`config.mk`:
```
export PLATFORM = sky130hd
export DESIGN_NAME = osm_queue
export DESIGN_NICKNAME = d
export VERILOG_FILES = /design/src/rtl/core/osm_pkg.sv /design/src/rtl/core/osm_queue.sv
export SDC_FILE = /design/constraint.sdc
export NUM_CORES = 1
export LEC_CHECK = 0
export ABC_AREA = 1
export BUFFER_PORTS_ARGS = -buffer_cell sky130_fd_sc_hd__buf_2
export CORE_MARGIN = 2
export CORE_UTILIZATION = 52
export DETAILED_ROUTE_END_ITERATION = 16
export PLACE_DENSITY = 0.83
export SLEW_MARGIN = 20
export SYNTH_ARGS = -nofsm -noshare
export SYNTH_HDL_FRONTEND = slang
export SYNTH_SLANG_ARGS = --single-unit
```
`constraint.sdc`:
```
create_clock -name clk_i -period 10.2 [get_ports clk_i]
set_input_delay 0.51 -clock clk_i [delete_from_list [all_inputs] [get_ports clk_i]]
set_output_delay 0.51 -clock clk_i [all_outputs]
set_load 0.01 [all_outputs]
```
`src/rtl/core/osm_pkg.sv`:
```
package osm_pkg;

  localparam int DIST_FRAC_BITS = 8;
  localparam int ANGLE_BITS     = 16;
  localparam int CORDIC_STEPS   = 30;
  localparam int SQRT_STEPS     = 24;
  localparam int QUEUE_DEPTH    = 2;
  localparam int ADDR_W         = 5;

  localparam logic signed [33:0] CORDIC_GAIN = 34'sd652032874;
  localparam logic [16:0]        ONE_Q16     = 17'd65536;

  localparam logic [16:0] RST_MIN_CONF  = 17'd32768;
  localparam logic [22:0] RST_MAX_RANGE = 23'd12800;
  localparam logic [22:0] RST_LANE      = 23'd384;
  localparam logic [15:0] RST_REACT     = 16'd128;
  localparam logic [15:0] RST_DECEL     = 16'd1536;

  typedef enum logic [2:0] {
    REG_MIN_CONF  = 3'd0,
    REG_MAX_RANGE = 3'd1,
    REG_LANE      = 3'd2,
    REG_REACT     = 3'd3,
    REG_DECEL     = 3'd4
  } osm_reg_e;

  typedef enum logic {
    ST_IDLE,
    ST_RUN
  } osm_state_e;

  typedef struct packed {
    logic [16:0] min_confidence;
    logic [22:0] max_range;
    logic [22:0] lane_half_width;
    logic [15:0] reaction_time;
    logic [15:0] max_decel;
  } cfg_t;

  typedef struct packed {
    logic [15:0]        id;
    logic signed [23:0] fwd;
    logic signed [23:0] left;
    logic               conf_ok;
    logic               lane_ok;
    logic [15:0]        heading;
    logic signed [31:0] pose_x;
    logic signed [31:0] pose_y;
    logic [15:0]        speed;
    logic               last;
  } item_t;

  function automatic logic [31:0] atan_lut(input logic [4:0] i);
    logic [31:0] v;
    case (i)
      5'd0:    v = 32'h20000000;
      5'd1:    v = 32'h12E4051E;
      5'd2:    v = 32'h09FB385B;
      5'd3:    v = 32'h051111D4;
      5'd4:    v = 32'h028B0D43;
      5'd5:    v = 32'h0145D7E1;
      5'd6:    v = 32'h00A2F61E;
      5'd7:    v = 32'h00517C55;
      5'd8:    v = 32'h0028BE53;
      5'd9:    v = 32'h00145F2F;
      5'd10:   v = 32'h000A2F98;
      5'd11:   v = 32'h000517CC;
      5'd12:   v = 32'h00028BE6;
      5'd13:   v = 32'h000145F3;
      5'd14:   v = 32'h0000A2FA;
      5'd15:   v = 32'h0000517D;
      5'd16:   v = 32'h000028BE;
      5'd17:   v = 32'h0000145F;
      5'd18:   v = 32'h00000A30;
      5'd19:   v = 32'h00000518;
      5'd20:   v = 32'h0000028C;
      5'd21:   v = 32'h00000146;
      5'd22:   v = 32'h000000A3;
      5'd23:   v = 32'h00000051;
      5'd24:   v = 32'h00000029;
      5'd25:   v = 32'h00000014;
      5'd26:   v = 32'h0000000A;
      5'd27:   v = 32'h00000005;
      5'd28:   v = 32'h00000003;
      5'd29:   v = 32'h00000001;
      default: v = 32'h00000000;
    endcase
    return v;
  endfunction

  function automatic logic [31:0] sat32(input logic signed [63:0] v);
    logic [31:0] r;
    if (v > 64'sd2147483647) begin
      r = 32'h7FFFFFFF;
    end else if (v < -64'sd2147483648) begin
      r = 32'h80000000;
    end else begin
      r = v[31:0];
    end
    return r;
  endfunction

endpackage

```
`src/rtl/core/osm_queue.sv`:
```
module osm_queue (
  input  logic           clk_i,
  input  logic           rst_ni,
  input  logic           push_i,
  input  osm_pkg::item_t item_i,
  input  logic           pop_i,
  output osm_pkg::item_t item_o,
  output logic           full_o,
  output logic           empty_o
);
  import osm_pkg::*;

  localparam int PTR_W = (QUEUE_DEPTH > 1) ? $clog2(QUEUE_DEPTH) : 1;
  localparam int CNT_W = $clog2(QUEUE_DEPTH + 1);
  localparam logic [PTR_W-1:0] PTR_LAST = PTR_W'(QUEUE_DEPTH - 1);
  localparam logic [CNT_W-1:0] CNT_FULL = CNT_W'(QUEUE_DEPTH);

  item_t            mem_q [QUEUE_DEPTH];
  logic [PTR_W-1:0] wp_q, rp_q;
  logic [CNT_W-1:0] cnt_q;

  assign full_o  = (cnt_q == CNT_FULL);
  assign empty_o = (cnt_q == '0);
  assign item_o  = mem_q[rp_q];

  always_ff @(posedge clk_i) begin
    if (push_i) begin
      mem_q[wp_q] <= item_i;
    end
  end

  always_ff @(posedge clk_i or negedge rst_ni) begin
    if (!rst_ni) begin
      wp_q  <= '0;
      rp_q  <= '0;
      cnt_q <= '0;
    end else begin
      if (push_i) begin
        wp_q <= (wp_q == PTR_LAST) ? '0 : wp_q + 1'b1;
      end
      if (pop_i) begin
        rp_q <= (rp_q == PTR_LAST) ? '0 : rp_q + 1'b1;
      end
      if (push_i && !pop_i) begin
        cnt_q <= cnt_q + 1'b1;
      end else if (pop_i && !push_i) begin
        cnt_q <= cnt_q - 1'b1;
      end
    end
  end

endmodule

```
======== Word-level counts from Yosys, hierarchy flattened ========
Memories as Yosys holds them, arrays and structs flattened.
Cells that the tools add are included.
storage, ports and cells
  register bits after elaboration ......... 4
  RAM bits ................................ 326
  input port bits ......................... 167
  output and inout bits ................... 165
  logic and storage cells ................. 21
  memories ................................ 1
memory list
  memory  words  width  read ports  clocked after memory_dff  wr ports  RTL line         text
  mem_q   2      163    1           0                         1         osm_queue.sv:18  item_t mem_q [QUEUE_DEPTH];
cells by class
  $add $sub $neg .......................... 4
  equality and inequality tests ........... 1
  multiplexer cells ....................... 6
  reduce and logical (&&, ||, !) cells .... 6
operators with widths
  kind                   count
  $mux W1                4
  $mux W2                2
  $add A1 B1 Y1 const B  2
  $add A2 B1 Y2 const B  1
  $eq A2 B2 Y1 const B   1
  $logic_and A1 B1 Y1    2
  $logic_not A1 Y1       2
  $logic_not A2 Y1       1
  $reduce_bool A2 Y1     1
  $sub A2 B1 Y2 const B  1

======== Longest topological paths before layout ========
Gate-level depths: netlist of run 1.
  depth after elaboration ................. 4
  gate-level depth with buffers ........... 7
  mapped depth without buffers ............ 7

======== Worst setup path before layout of run 1 ========
No wires, ideal clock.
  path kind ............................... input -> register
  start point ............................. input push_i
  end point ............................... memory mem_q[0][0] (netlist name) (enable)
  library setup time ...................... 0.693 ns
  arrival ................................. 7.364 ns
  data required time ...................... 9.507 ns
  path slack .............................. 2.143 ns
  cell stages on the path ................. 2
  buffers on the path ..................... 0
  path through ............................ inv_1 > nor2_1
between the ends
  word-level cells in the longest chain between the ends .. 2
RTL lines
  item                           RTL line         text
  start, declared                osm_queue.sv:4   input logic push_i,
  $mux W1                        osm_queue.sv:27  if (push_i) begin
  $mux W1 (implied by the code)  osm_queue.sv:28  mem_q[wp_q] <= item_i;
  end, declared                  osm_queue.sv:18
No other way between the ends.

==> results of run 1 <==
flip-flops by register name (all words and copies together), names as in the netlist:
register / count
wp_q: 1
rp_q: 1
mem_q: 326
cnt_q: 2
layout make-up:
type	count	area, um2	area share
Timing Repair Buffer	338	1710	0.114
Clock inverter	18	186	0.0124
Multi-Input combinational cell	177	1920	0.128
Tap cell	285	357	0.0237
Inverter	7	31.3	0.00208
Sequential cell	330	9890	0.657
Antenna cell	5	12.5	0.000831
Clock buffer	43	948	0.0630
power groups by stage:
stage          Combinational [mW]  Sequential (mW)  Clock [mW]
6_report                     1.12             1.89        1.23
5_1_grt                      1.21             1.91        1.30
3_3_place_gp                 1.12             1.90           0
4_1_cts                      1.14             1.89        1.26
3_5_place_dp                 1.13             1.92           0
2_1_floorplan               0.793             1.92           0
path summary, 6_finish.rpt:
check,depth (start not counted),startpoint,end
max,3,rp_q,item_o[103]
min,1,item_i[12],mem_q[1][12]
max reg2reg,3,wp_q,mem_q[1][53]
min reg2reg,2,cnt_q[1],cnt_q[1]
max in group asynchronous,2,rst_ni,rp_q
min in group asynchronous,2,rst_ni,rp_q
per-layer routing:
layer | track usage | part of all wire | vias to the layer above | wire length, um
met1 | 0.199 | 0.36 | 2997 | 8280
met3 | 0.0604 | 0.083 | 60 | 1900
met5 | 0 | 0.0011 | - | 26
li1 | - | - | 2835 | -
met4 | 0.0760 | 0.032 | 6 | 722
met2 | 0.314 | 0.52 | 253 | 11900
cells by family (layout without fill, tap and decap cells):
kind of cell               count (synthesis)  in the layout  synth area share
DFF                                      330            330             0.820
muxes                                    163            163             0.152
buffers and inverters                     25            406            0.0215
and+or+nand+nor                           10             10           0.00342
xor gates and xnor gates                   3              3           0.00218
adders and majority gates                  1              1           0.00104
other                                      0              5                 0
worst max-delay path: stages (launching register included):
cell     delay [ns]
dfrtp_4        0.78
buf_4          0.82
mux2_2         0.43
buf_2          0.14
layout by cell type (no fill, tap or decap), drive strengths merged, types with 2 or more instances in the layout:
master | netlist | routed
edfxtp | 326 | 326
dfrtp | 4 | 4
nor2 | 3 | 3
xor2 | 2 | 2
buf | 6 | 337
nand2 | 5 | 5
diode | 0 | 5
clkinv | 0 | 12
bufinv | 0 | 4
inv | 7 | 7
clkinvlp | 0 | 2
mux2 | 163 | 163
clkbuf | 12 | 43
per-stage QoR:
stage / hold WS (ns) / worst slack [ns] / total power, mW / utilization / instances
6_report: 0.200 / 6.97 / 4.24 / 0.663 / 1203
5_1_grt: 0.178 / 6.80 / 4.42 / 0.663 / 1202
4_1_cts: 0.174 / 6.90 / 4.30 / 0.663 / 1198
3_5_place_dp: 0.334 / 7.44 / 3.05 / 0.612 / 1136
3_3_place_gp: 0.330 / 7.42 / 3.02 / 0.612 / 1136
2_1_floorplan: 0.214 / 2.14 / 2.72 / - / 532
repair_timing:
| item | in CTS | in global routing |
|---|---|---|
| hold buffers | 1 | 0 |
| buffers inserted | 0 | 0 |
| hold endpoints to repair | 4 | 0 |
==> metrics.md, run 1 <==
| Metric | Value |
|---|---|
| Status | `complete, no violations` |
| DRC viols | `0` |
| FP Rows | `55` |
| Input/output buffers | `~330` |
| CTS tree | `built` |
| Post-route design area | `roughly 0.015 mm2` |
| First-pass GRT wire length | `approximately 33,000 um` |
| Layout cells sized above 1 | `0.604` |
| Drt wl/cell | `roughly 19 um` |
| Crit path time final | `3.23 ns` |
| Maximum vdd ir drop | `0.202 mV` |
| Cts repair resizes | `0` |
| Top cell type's share of synthesized area | `0.811` |
| RSZ-0062 raised after global routing | `no` |
| Detailed Place HPWL | `approximately 15,000 um` |
| I/O pins | `332` |
| Max-cap viol count | `0` |
| CTS HTree Levels | `2` |
| Core area | `approximately 0.023 mm2` |
| Ys async rst share | `0.0121` |
| Sinks on the clock net | `between 300 and 400` |
| Lkg Pwr | `between 5 and 6 nW` |
| Switch Pwr | `about 1.2 mW` |
| PD cells | `approximately 280 mW/mm2` |
| Mapped Area | `0.0121 mm2` |
| Initial DRC count | `351` |
| FMAX | `just over 300 MHz` |
| Area leader, netlist | `edfxtp_1` |
| Comb pwr share | `0.265` |
| Net count, final | `around 1,100` |
| Post-synth EDFFs | `~330` |
| Total Routing Usage GR | `0.179` |
| Main area contributors after synthesis | `edfxtp_1 81%, mux2_2 15%, clkbuf_8 1.4%` |
| Gr ovfl total | `0` |
| Most common cell in the netlist | `edfxtp_1` |
| Worst R2R Setup Slack | `approximately 7.7 ns` |
| Initial antenna violation count | `7` |
| Mapped Avg Cell Area | `22.7 um2` |
| Drt pass-1 iters | `4` |
| Clock Latency Late Sink | `about 0.49 ns` |
| Die Y-Extent | `roughly 160 um` |
| P_int | `3.07 mW` |
| Critical path data arrival time | `around 2.7 ns` |
| Via density | `around 5` |
| Seq/Total Area, Yosys | `0.820` |
| Largest net degree at the start of global routing | `103` |
| Slew margin rel. | `0.328` |
| Clock root cell | `clkbuf_16` |
| Clock power share | `0.290` |
| Die Wd | `~160 um` |
| Final setup viols | `0` |
| Synth unique cells | `13` |
| Vias in the first global route | `between 6,000 and 7,000` |
| Final period util | `0.317` |
| CP max FO | `71` |
| Post-DP Area | `roughly 0.014 mm2` |
| Fill cells | `roughly 1,500` |
| Worst setup path class | `register to output pin` |
| Yosys reg bits | `330` |
| Initial Util | `0.531` |
| DIE AREA | `between 0.02 and 0.025 mm2` |
| Area Growth Syn to Fin | `24.9%` |
| Startpoint Class | `register` |
| Setup TNS | `0 ns` |
| Data required, critical path | `between 9 and 10 ns` |
| Clock Tree Buf Depth | `3` |
| Sw frac | `0.276` |
| Placer Congestion | `0.733` |
| Wirelength, routed | `roughly 23,000 um` |
| Post-synth top cells | `326 x edfxtp_1, 163 x mux2_2, 12 x clkbuf_8` |
| Via count | `between 6,000 and 7,000` |
| Worst-Margin Slew | `around 1.0 ns` |
| HP Class | `input port to register` |
| TritonCTS Buffers | `34` |
| Commonest register cell after synthesis | `edfxtp_1` |
| Sequential Power Share | `0.445` |
| Setup crit end kind | `output pin` |
| Worst clock skew | `slightly above 0.01 ns` |
| Post-route ant nets | `0` |
| Final hold vios | `0` |
| Fin. max-slew vios | `0` |
| Cells after synthesis | `between 500 and 600` |
| Worst-path clk slew | `about 0.06 ns` |
| YS warnings | `0` |
| Syn Nets | `700` |
Note: power is estimated with default switching activity, not from simulation.
==> run 2: changes to the inputs <==
CORE_UTILIZATION = 47   (was 52)
PLACE_DENSITY = 0.8   (was 0.83)
clock period = 2.75 ns   (was 10.2 ns; I/O delays follow)
==> metrics.md, run 2 (synthesis results as in run 1) <==
| Metric | Value |
|---|---|
| Status | `complete, no violations` |
| Hold path startpoint | `item_i[128]` |
| Max FFs per register | `326 (unchanged)` |
| Placer Congestion | `0.728 (-0.60%)` |
| R2r endpoint | `mem_q[0][161]` |
| Detailed Place HPWL | `14,900 um (+0.41%)` |
| Die Y-Extent | `164 um (+5.1%)` |
| Max-cap viol count | `0 (unchanged)` |
| Sinks on the clock net | `330 (unchanged)` |
| Drt wl/cell | `18.3 um (-3.7%)` |
| Final setup viols | `0 (unchanged)` |
| Maximum vdd ir drop | `0.786 mV (+290%)` |
| Final period util | `0.758` |
| Sequential Power Share | `0.434 (-0.011)` |
| Worst-Margin Slew | `0.517 ns (-0.491 ns)` |
| Hold depth | `2 (+1)` |
| Clock Latency Late Sink | `0.49 ns (about the same)` |
| R2r startpoint | `wp_q` |
| Slew margin rel. | `0.655 (+0.327)` |
| Most common cell after layout, fill and taps aside | `buf_2` |
| Initial Util | `0.479 (-0.0522)` |
| Placed Cells | `1,183 (+4.1%)` |
| Wirelength, routed | `25,900 um (+13%)` |
| FMAX | `479 MHz` |
| Non-Filler Instances | `1,414 (+18%)` |
| Worst R2R Setup Slack | `1.06 ns (-6.59 ns)` |
| CP max FO | `84 (+18%)` |
| I/O pins | `332 (unchanged)` |
| Input/output buffers | `331 (unchanged)` |
| Most frequent cells in the layout | `331 x buf_2, 326 x edfxtp_1, 167 x dlygate4sd3_1, 163 x mux2_2, 37 x clkbuf_16` |
| Clock power share | `0.276 (-0.014)` |
| Area Growth Syn to Fin | `39.5%` |
| P_int | `11.5 mW (+270%)` |
| PD cells | `947 mW/mm2 (+240%)` |
| Initial antenna violation count | `2 (-5)` |
| Startpoint Class | `register` |
| CTS tree | `built` |
| Biggest register | `mem_q` |
| Lkg Pwr | `6.41 nW (+12%)` |
| Reg2Reg Depth | `2 (-1)` |
| Critical path data arrival time | `1.95 ns (-0.77 ns)` |
| Core area | `0.0252 mm2 (+11%)` |
| Clock root cell | `clkbuf_16` |
| FP Rows | `58 (+5.5%)` |
| Largest registers | `mem_q: 326 flops, cnt_q: 2 flops` |
| First-pass GRT wire length | `38,000 um (+14%)` |
| Die Wd | `164 um (+5.1%)` |
| Post-route ant nets | `0 (unchanged)` |
| Final hold vios | `0 (unchanged)` |
| Clock Tree Buf Depth | `3 (unchanged)` |
| Gr ovfl total | `0 (unchanged)` |
| Sw frac | `0.281 (+0.00466)` |
| Postcts setup bufs | `0 (unchanged)` |
| Crit path time final | `roughly 2.1 ns` |
| Power Total | `15.9 mW (+280%)` |
| Setup crit end kind | `output pin` |
| Crit path max-delay cell type | `dfrtp_4` |
| Worst-path clk slew | `0.06 ns (about the same)` |
| WHS Endpoint | `mem_q[0][128]` |
| Drt pass-1 iters | `7 (+3)` |
| RSZ-0062 raised after global routing | `no` |
| DIE AREA | `0.0270 mm2 (+10%)` |
| Via count | `6,914 (+12%)` |
| Layout cells sized above 1 | `0.511 (-0.0924)` |
| Comb pwr share | `0.290 (+0.025)` |
| Worst path cell trace | `buf_12 -> mux2_2 -> buf_2` |
| Vias in the first global route | `7,444 (+16%)` |
| CP peak stage delay | `0.44 ns (-0.38 ns)` |
| TritonCTS Buffers | `35 (+2.9%)` |
| Fin. max-slew vios | `0 (unchanged)` |
| Worst setup path class | `register to output pin` |
| Via density | `4.89 (-4.4%)` |
| HP Class | `input port to register` |
| Largest net degree at the start of global routing | `85 (-17%)` |
| Total Routing Usage GR | `0.184 (+0.00542)` |
| DRC viols | `0 (unchanged)` |
| Data required, critical path | `2.61 ns (-7.08 ns)` |
| Worst clock skew | `0.00904 ns (-0.00130 ns)` |
| Net count, final | `1,225 (+16%)` |
| End-of-flow core utilization | `0.668 (+0.00488)` |
| Switch Pwr | `4.47 mW (+280%)` |
| CTS HTree Levels | `2 (unchanged)` |
| Initial DRC count | `382 (+8.8%)` |
[run 2: cell count changes in the layout (fill, tap and decap cells not counted), moves of 2 or more]
cell           previous run  this run
dlygate4sd3_1             1       167
clkinv_1                  7         5
buf_12                    0         7
bufinv_16                 4         2
buf_4                     6         1
clkbuf_1                  6         9
[run 2: power groups by stage]
stage                     Combinational (mW)  Clock (mW)  Sequential, mW
after detailed placement                4.42           0            7.00
after CTS                               4.64        4.48            6.90
after floorplan                         2.95           0            7.00
after global routing                    4.94        4.70            6.98
final                                   4.62        4.40            6.91
after global placement                  4.41           0            6.93
[run 2: critical path, delay by kind of cell (launching register included)]
kind	cells	cell delay [ns]
mux	1	0.41
flops	1	0.44
buf+inv	2	0.49
[run 2: cell type report]
cell class,count,area (um2)
fill,1613,8360
tap,330,413
multi-input combinational,177,1930
antenna,4,10.0
inverter,7,30.0
timing repair buffer,506,3480
sequential,330,9890
clock buffer,46,960
clock inverter,14,119
[run 2: worst max path at each step]
stage	from	to	slack (ns)	cells past startpoint
floorplan	wp_q	mem_q[1][0]	-0.56	2
global placement	wp_q	mem_q[0][86]	1.11	2
detailed placement	wp_q	mem_q[0][162]	1.08	2
CTS	rp_q	item_o[131]	0.67	3
global route	rp_q	item_o[13]	0.61	3
finish	rp_q	item_o[19]	0.66	3
[run 2: per-layer routing]
metal | part of all wire | vias to the layer above | global-route usage
met2 | 0.53 | 276 | 0.333
met5 | 0 | - | 0
met3 | 0.071 | 72 | 0.0485
met1 | 0.36 | 3396 | 0.201
met4 | 0.039 | 0 | 0.0865
li1 | - | 3170 | -
[run 2: through the flow]
stage	cell area, um2	hold WS (ns)	setup TNS [ns]	setup slack (ns)
finish	16800	0.361	0	0.664
global route	16800	0.354	0	0.609
CTS	16800	0.335	0	0.667
detailed placement	14100	-0.0505	0	1.08
global placement	14100	-0.0552	0	1.11
floorplan	12100	-0.158	-173.94	-0.556
[run 2: timing repair]
item	4_1_cts	5_1_grt
endpoints found under the hold margin	332	0
hold buffers	167	0
gates resized for setup	0	0
==> run 3: changes to the inputs <==
clock period = 1.7 ns   (was 2.75 ns; I/O delays follow)
==> metrics.md, run 3 (synthesis results as in run 1) <==
| Metric | Value |
|---|---|
| Slew margin rel. | `0.709 (+0.0548)` |
| P_int | `19.5 mW (+71%)` |
| Initial DRC count | `423 (+11%)` |
| HP Class | `input port to register` |
| Placed Cells | `1,194 (+0.93%)` |
| Hold depth | `2 (unchanged)` |
| Input/output buffers | `331 (unchanged)` |
| Vias in the first global route | `7,759 (+4.2%)` |
| Final hold vios | `0 (unchanged)` |
| Fill cells | `1,513 (-6.2%)` |
| Data required, critical path | `1.62 ns (-0.99 ns)` |
| FMAX | `a little over 500 MHz` |
| Non-Filler Instances | `1,435 (+1.5%)` |
| PD cells | `1570 mW/mm2 (+66%)` |
| DIE AREA | `0.0270 mm2 (unchanged)` |
| Startpoint Class | `register` |
| Layout cells sized above 1 | `0.523 (+0.0116)` |
| Via density | `4.91 (+0.32%)` |
| R2r endpoint | `mem_q[1][48]` |
| Area Growth Syn to Fin | `44.5%` |
| Worst R2R Setup Slack | `0.26 ns (-0.80 ns)` |
| R2r startpoint | `wp_q` |
| Total Routing Usage GR | `0.200 (+0.0156)` |
| Final period util | `1.15` |
| Die Wd | `164 um (unchanged)` |
| Fin. max-slew vios | `0 (unchanged)` |
| Via count | `7,039 (+1.8%)` |
| Reg2Reg Depth | `3 (+1)` |
| Post-route ant nets | `0 (unchanged)` |
| Status | `finished, violations left` |
| Lkg Pwr | `6.69 nW (+4.5%)` |
| Sinks on the clock net | `330 (unchanged)` |
| Clock power share | `0.254 (-0.022)` |
| Placer Congestion | `0.757 (+3.9%)` |
| First-pass GRT wire length | `40,800 um (+7.4%)` |
| Worst setup margin | `-0.261 ns (-0.925 ns)` |
| Critical path data arrival time | `1.88 ns (-0.07 ns)` |
| Die Y-Extent | `164 um (unchanged)` |
| Gr ovfl total | `0 (unchanged)` |
| TritonCTS Buffers | `34 (-2.9%)` |
| CP max FO | `7 (-92%)` |
| DP Worst Slack | `0.145 ns (-0.939 ns)` |
| Largest registers | `mem_q: 326 flops, cnt_q: 2 flops` |
| Clock Latency Late Sink | `0.50 ns (about the same)` |
| Failing checks | `negative setup slack` |
| Most frequent cells in the layout | `326 x edfxtp_1, 293 x buf_2, 167 x dlygate4sd3_1, 157 x mux2_2, 40 x buf_6` |
| Switch Pwr | `7.80 mW (+74%)` |
| Final setup viols | `163 (+163)` |
| Wirelength, routed | `28,600 um (+10%)` |
| Core area | `0.0252 mm2 (unchanged)` |
| Sw frac | `0.285 (+0.00462)` |
| Setup crit end kind | `output pin` |
| Maximum vdd ir drop | `1.26 mV (+60%)` |
| End-of-flow core utilization | `0.692 (+0.0242)` |
| Sequential Power Share | `0.410 (-0.024)` |
| Biggest register | `mem_q` |
| Clock Tree Buf Depth | `3 (unchanged)` |
| Worst-Margin Slew | `0.436 ns (-0.0810 ns)` |
| Drt pass-1 iters | `5 (-2)` |
| CTS tree | `built` |
| Worst setup path class | `register to output pin` |
| Crit path time final | `between 1.5 and 2 ns` |
| Worst-path clk slew | `0.06 ns (about the same)` |
| Max-cap viol count | `0 (unchanged)` |
| RSZ-0062 raised after global routing | `yes` |
| I/O pins | `332 (unchanged)` |
| Detailed Place HPWL | `15,800 um (+6.3%)` |
| Net count, final | `1,245 (+1.6%)` |
| Post-route design area | `0.0174 mm2 (+3.6%)` |
| CTS HTree Levels | `2 (unchanged)` |
| Worst clock skew | `0.00910 ns (+0.0000647 ns)` |
| Initial antenna violation count | `3 (+1)` |
| FP Rows | `58 (unchanged)` |
| Initial Util | `0.479 (unchanged)` |
| Hold path startpoint | `item_i[25]` |
| Clock root cell | `clkbuf_16` |
| Most common cell after layout, fill and taps aside | `edfxtp_1` |
| DRC viols | `0 (unchanged)` |
| Post-DP Area | `0.0142 mm2 (+1.0%)` |
| Max FFs per register | `326 (unchanged)` |
| Comb pwr share | `0.336 (+0.046)` |
| Drt wl/cell | `19.9 um (+8.8%)` |
| WHS Endpoint | `mem_q[0][25]` |
| Power Total | `27.3 mW (+72%)` |
| Largest net degree at the start of global routing | `70 (-18%)` |
==> run 3: per-stage QoR <==
step           TNS [ns]  hold WS [ns]
6_report         -26.47         0.309
5_1_grt          -35.70         0.304
4_1_cts          -30.01         0.282
3_5_place_dp          0        -0.102
3_3_place_gp          0        -0.106
2_1_floorplan   -516.24        -0.211
==> run 3: worst max-delay path by stage <==
stage / from / end / slack, ns / cells past startpoint
after floorplan: wp_q / mem_q[1][0] / -1.61 / 2
after global placement: rp_q / item_o[18] / 0.19 / 3
after detailed placement: rp_q / item_o[123] / 0.15 / 3
after CTS: rp_q / item_o[0] / -0.26 / 4
after global routing: rp_q / item_o[83] / -0.30 / 5
final: rp_q / item_o[83] / -0.26 / 5
==> run 3: power by group through the flow <==
stage	combinational [mW]	clock [mW]	sequential, mW
4_1_cts	8.54	7.06	11.2
3_5_place_dp	7.35	0	11.4
2_1_floorplan	4.77	0	11.3
6_report	9.18	6.95	11.2
3_3_place_gp	7.23	0	11.3
5_1_grt	9.76	7.36	11.3
==> run 3: final cells by class <==
type	count	area, um2	share of cell area
Clock buffer	46	980	0.0562
Antenna cell	3	7.51	0.000431
Inverter	7	30.0	0.00172
Sequential cell	330	9890	0.567
Clock inverter	15	75.1	0.00431
Tap cell	330	413	0.0237
Multi-Input combinational cell	177	1950	0.112
Timing Repair Buffer	527	4090	0.235
==> run 3: per-layer routing <==
layer	wire length [um]	global-route usage	part of all wire	up-vias
li1	-	-	-	3214
met1	10000	0.216	0.35	3461
met2	15600	0.369	0.55	304
met3	2040	0.0528	0.071	60
met4	926	0.0817	0.032	0
met5	0	0	0	-
==> run 3: what timing repair did <==
action,4_1_cts,5_1_grt
gates cloned,2,2
setup buffers,5,2
hold endpoints to repair,333,0
endpoints found under the setup margin,163,163
resized for setup,32,35
hold buffers,167,0
==> run 3: critical path, cell delays in order, from the launching register on <==
cell and delay [ns]:
dfrtp_4 0.50, buf_12 0.18, buf_12 0.13, buf_16 0.13, mux2_2 0.30, buf_6 0.13
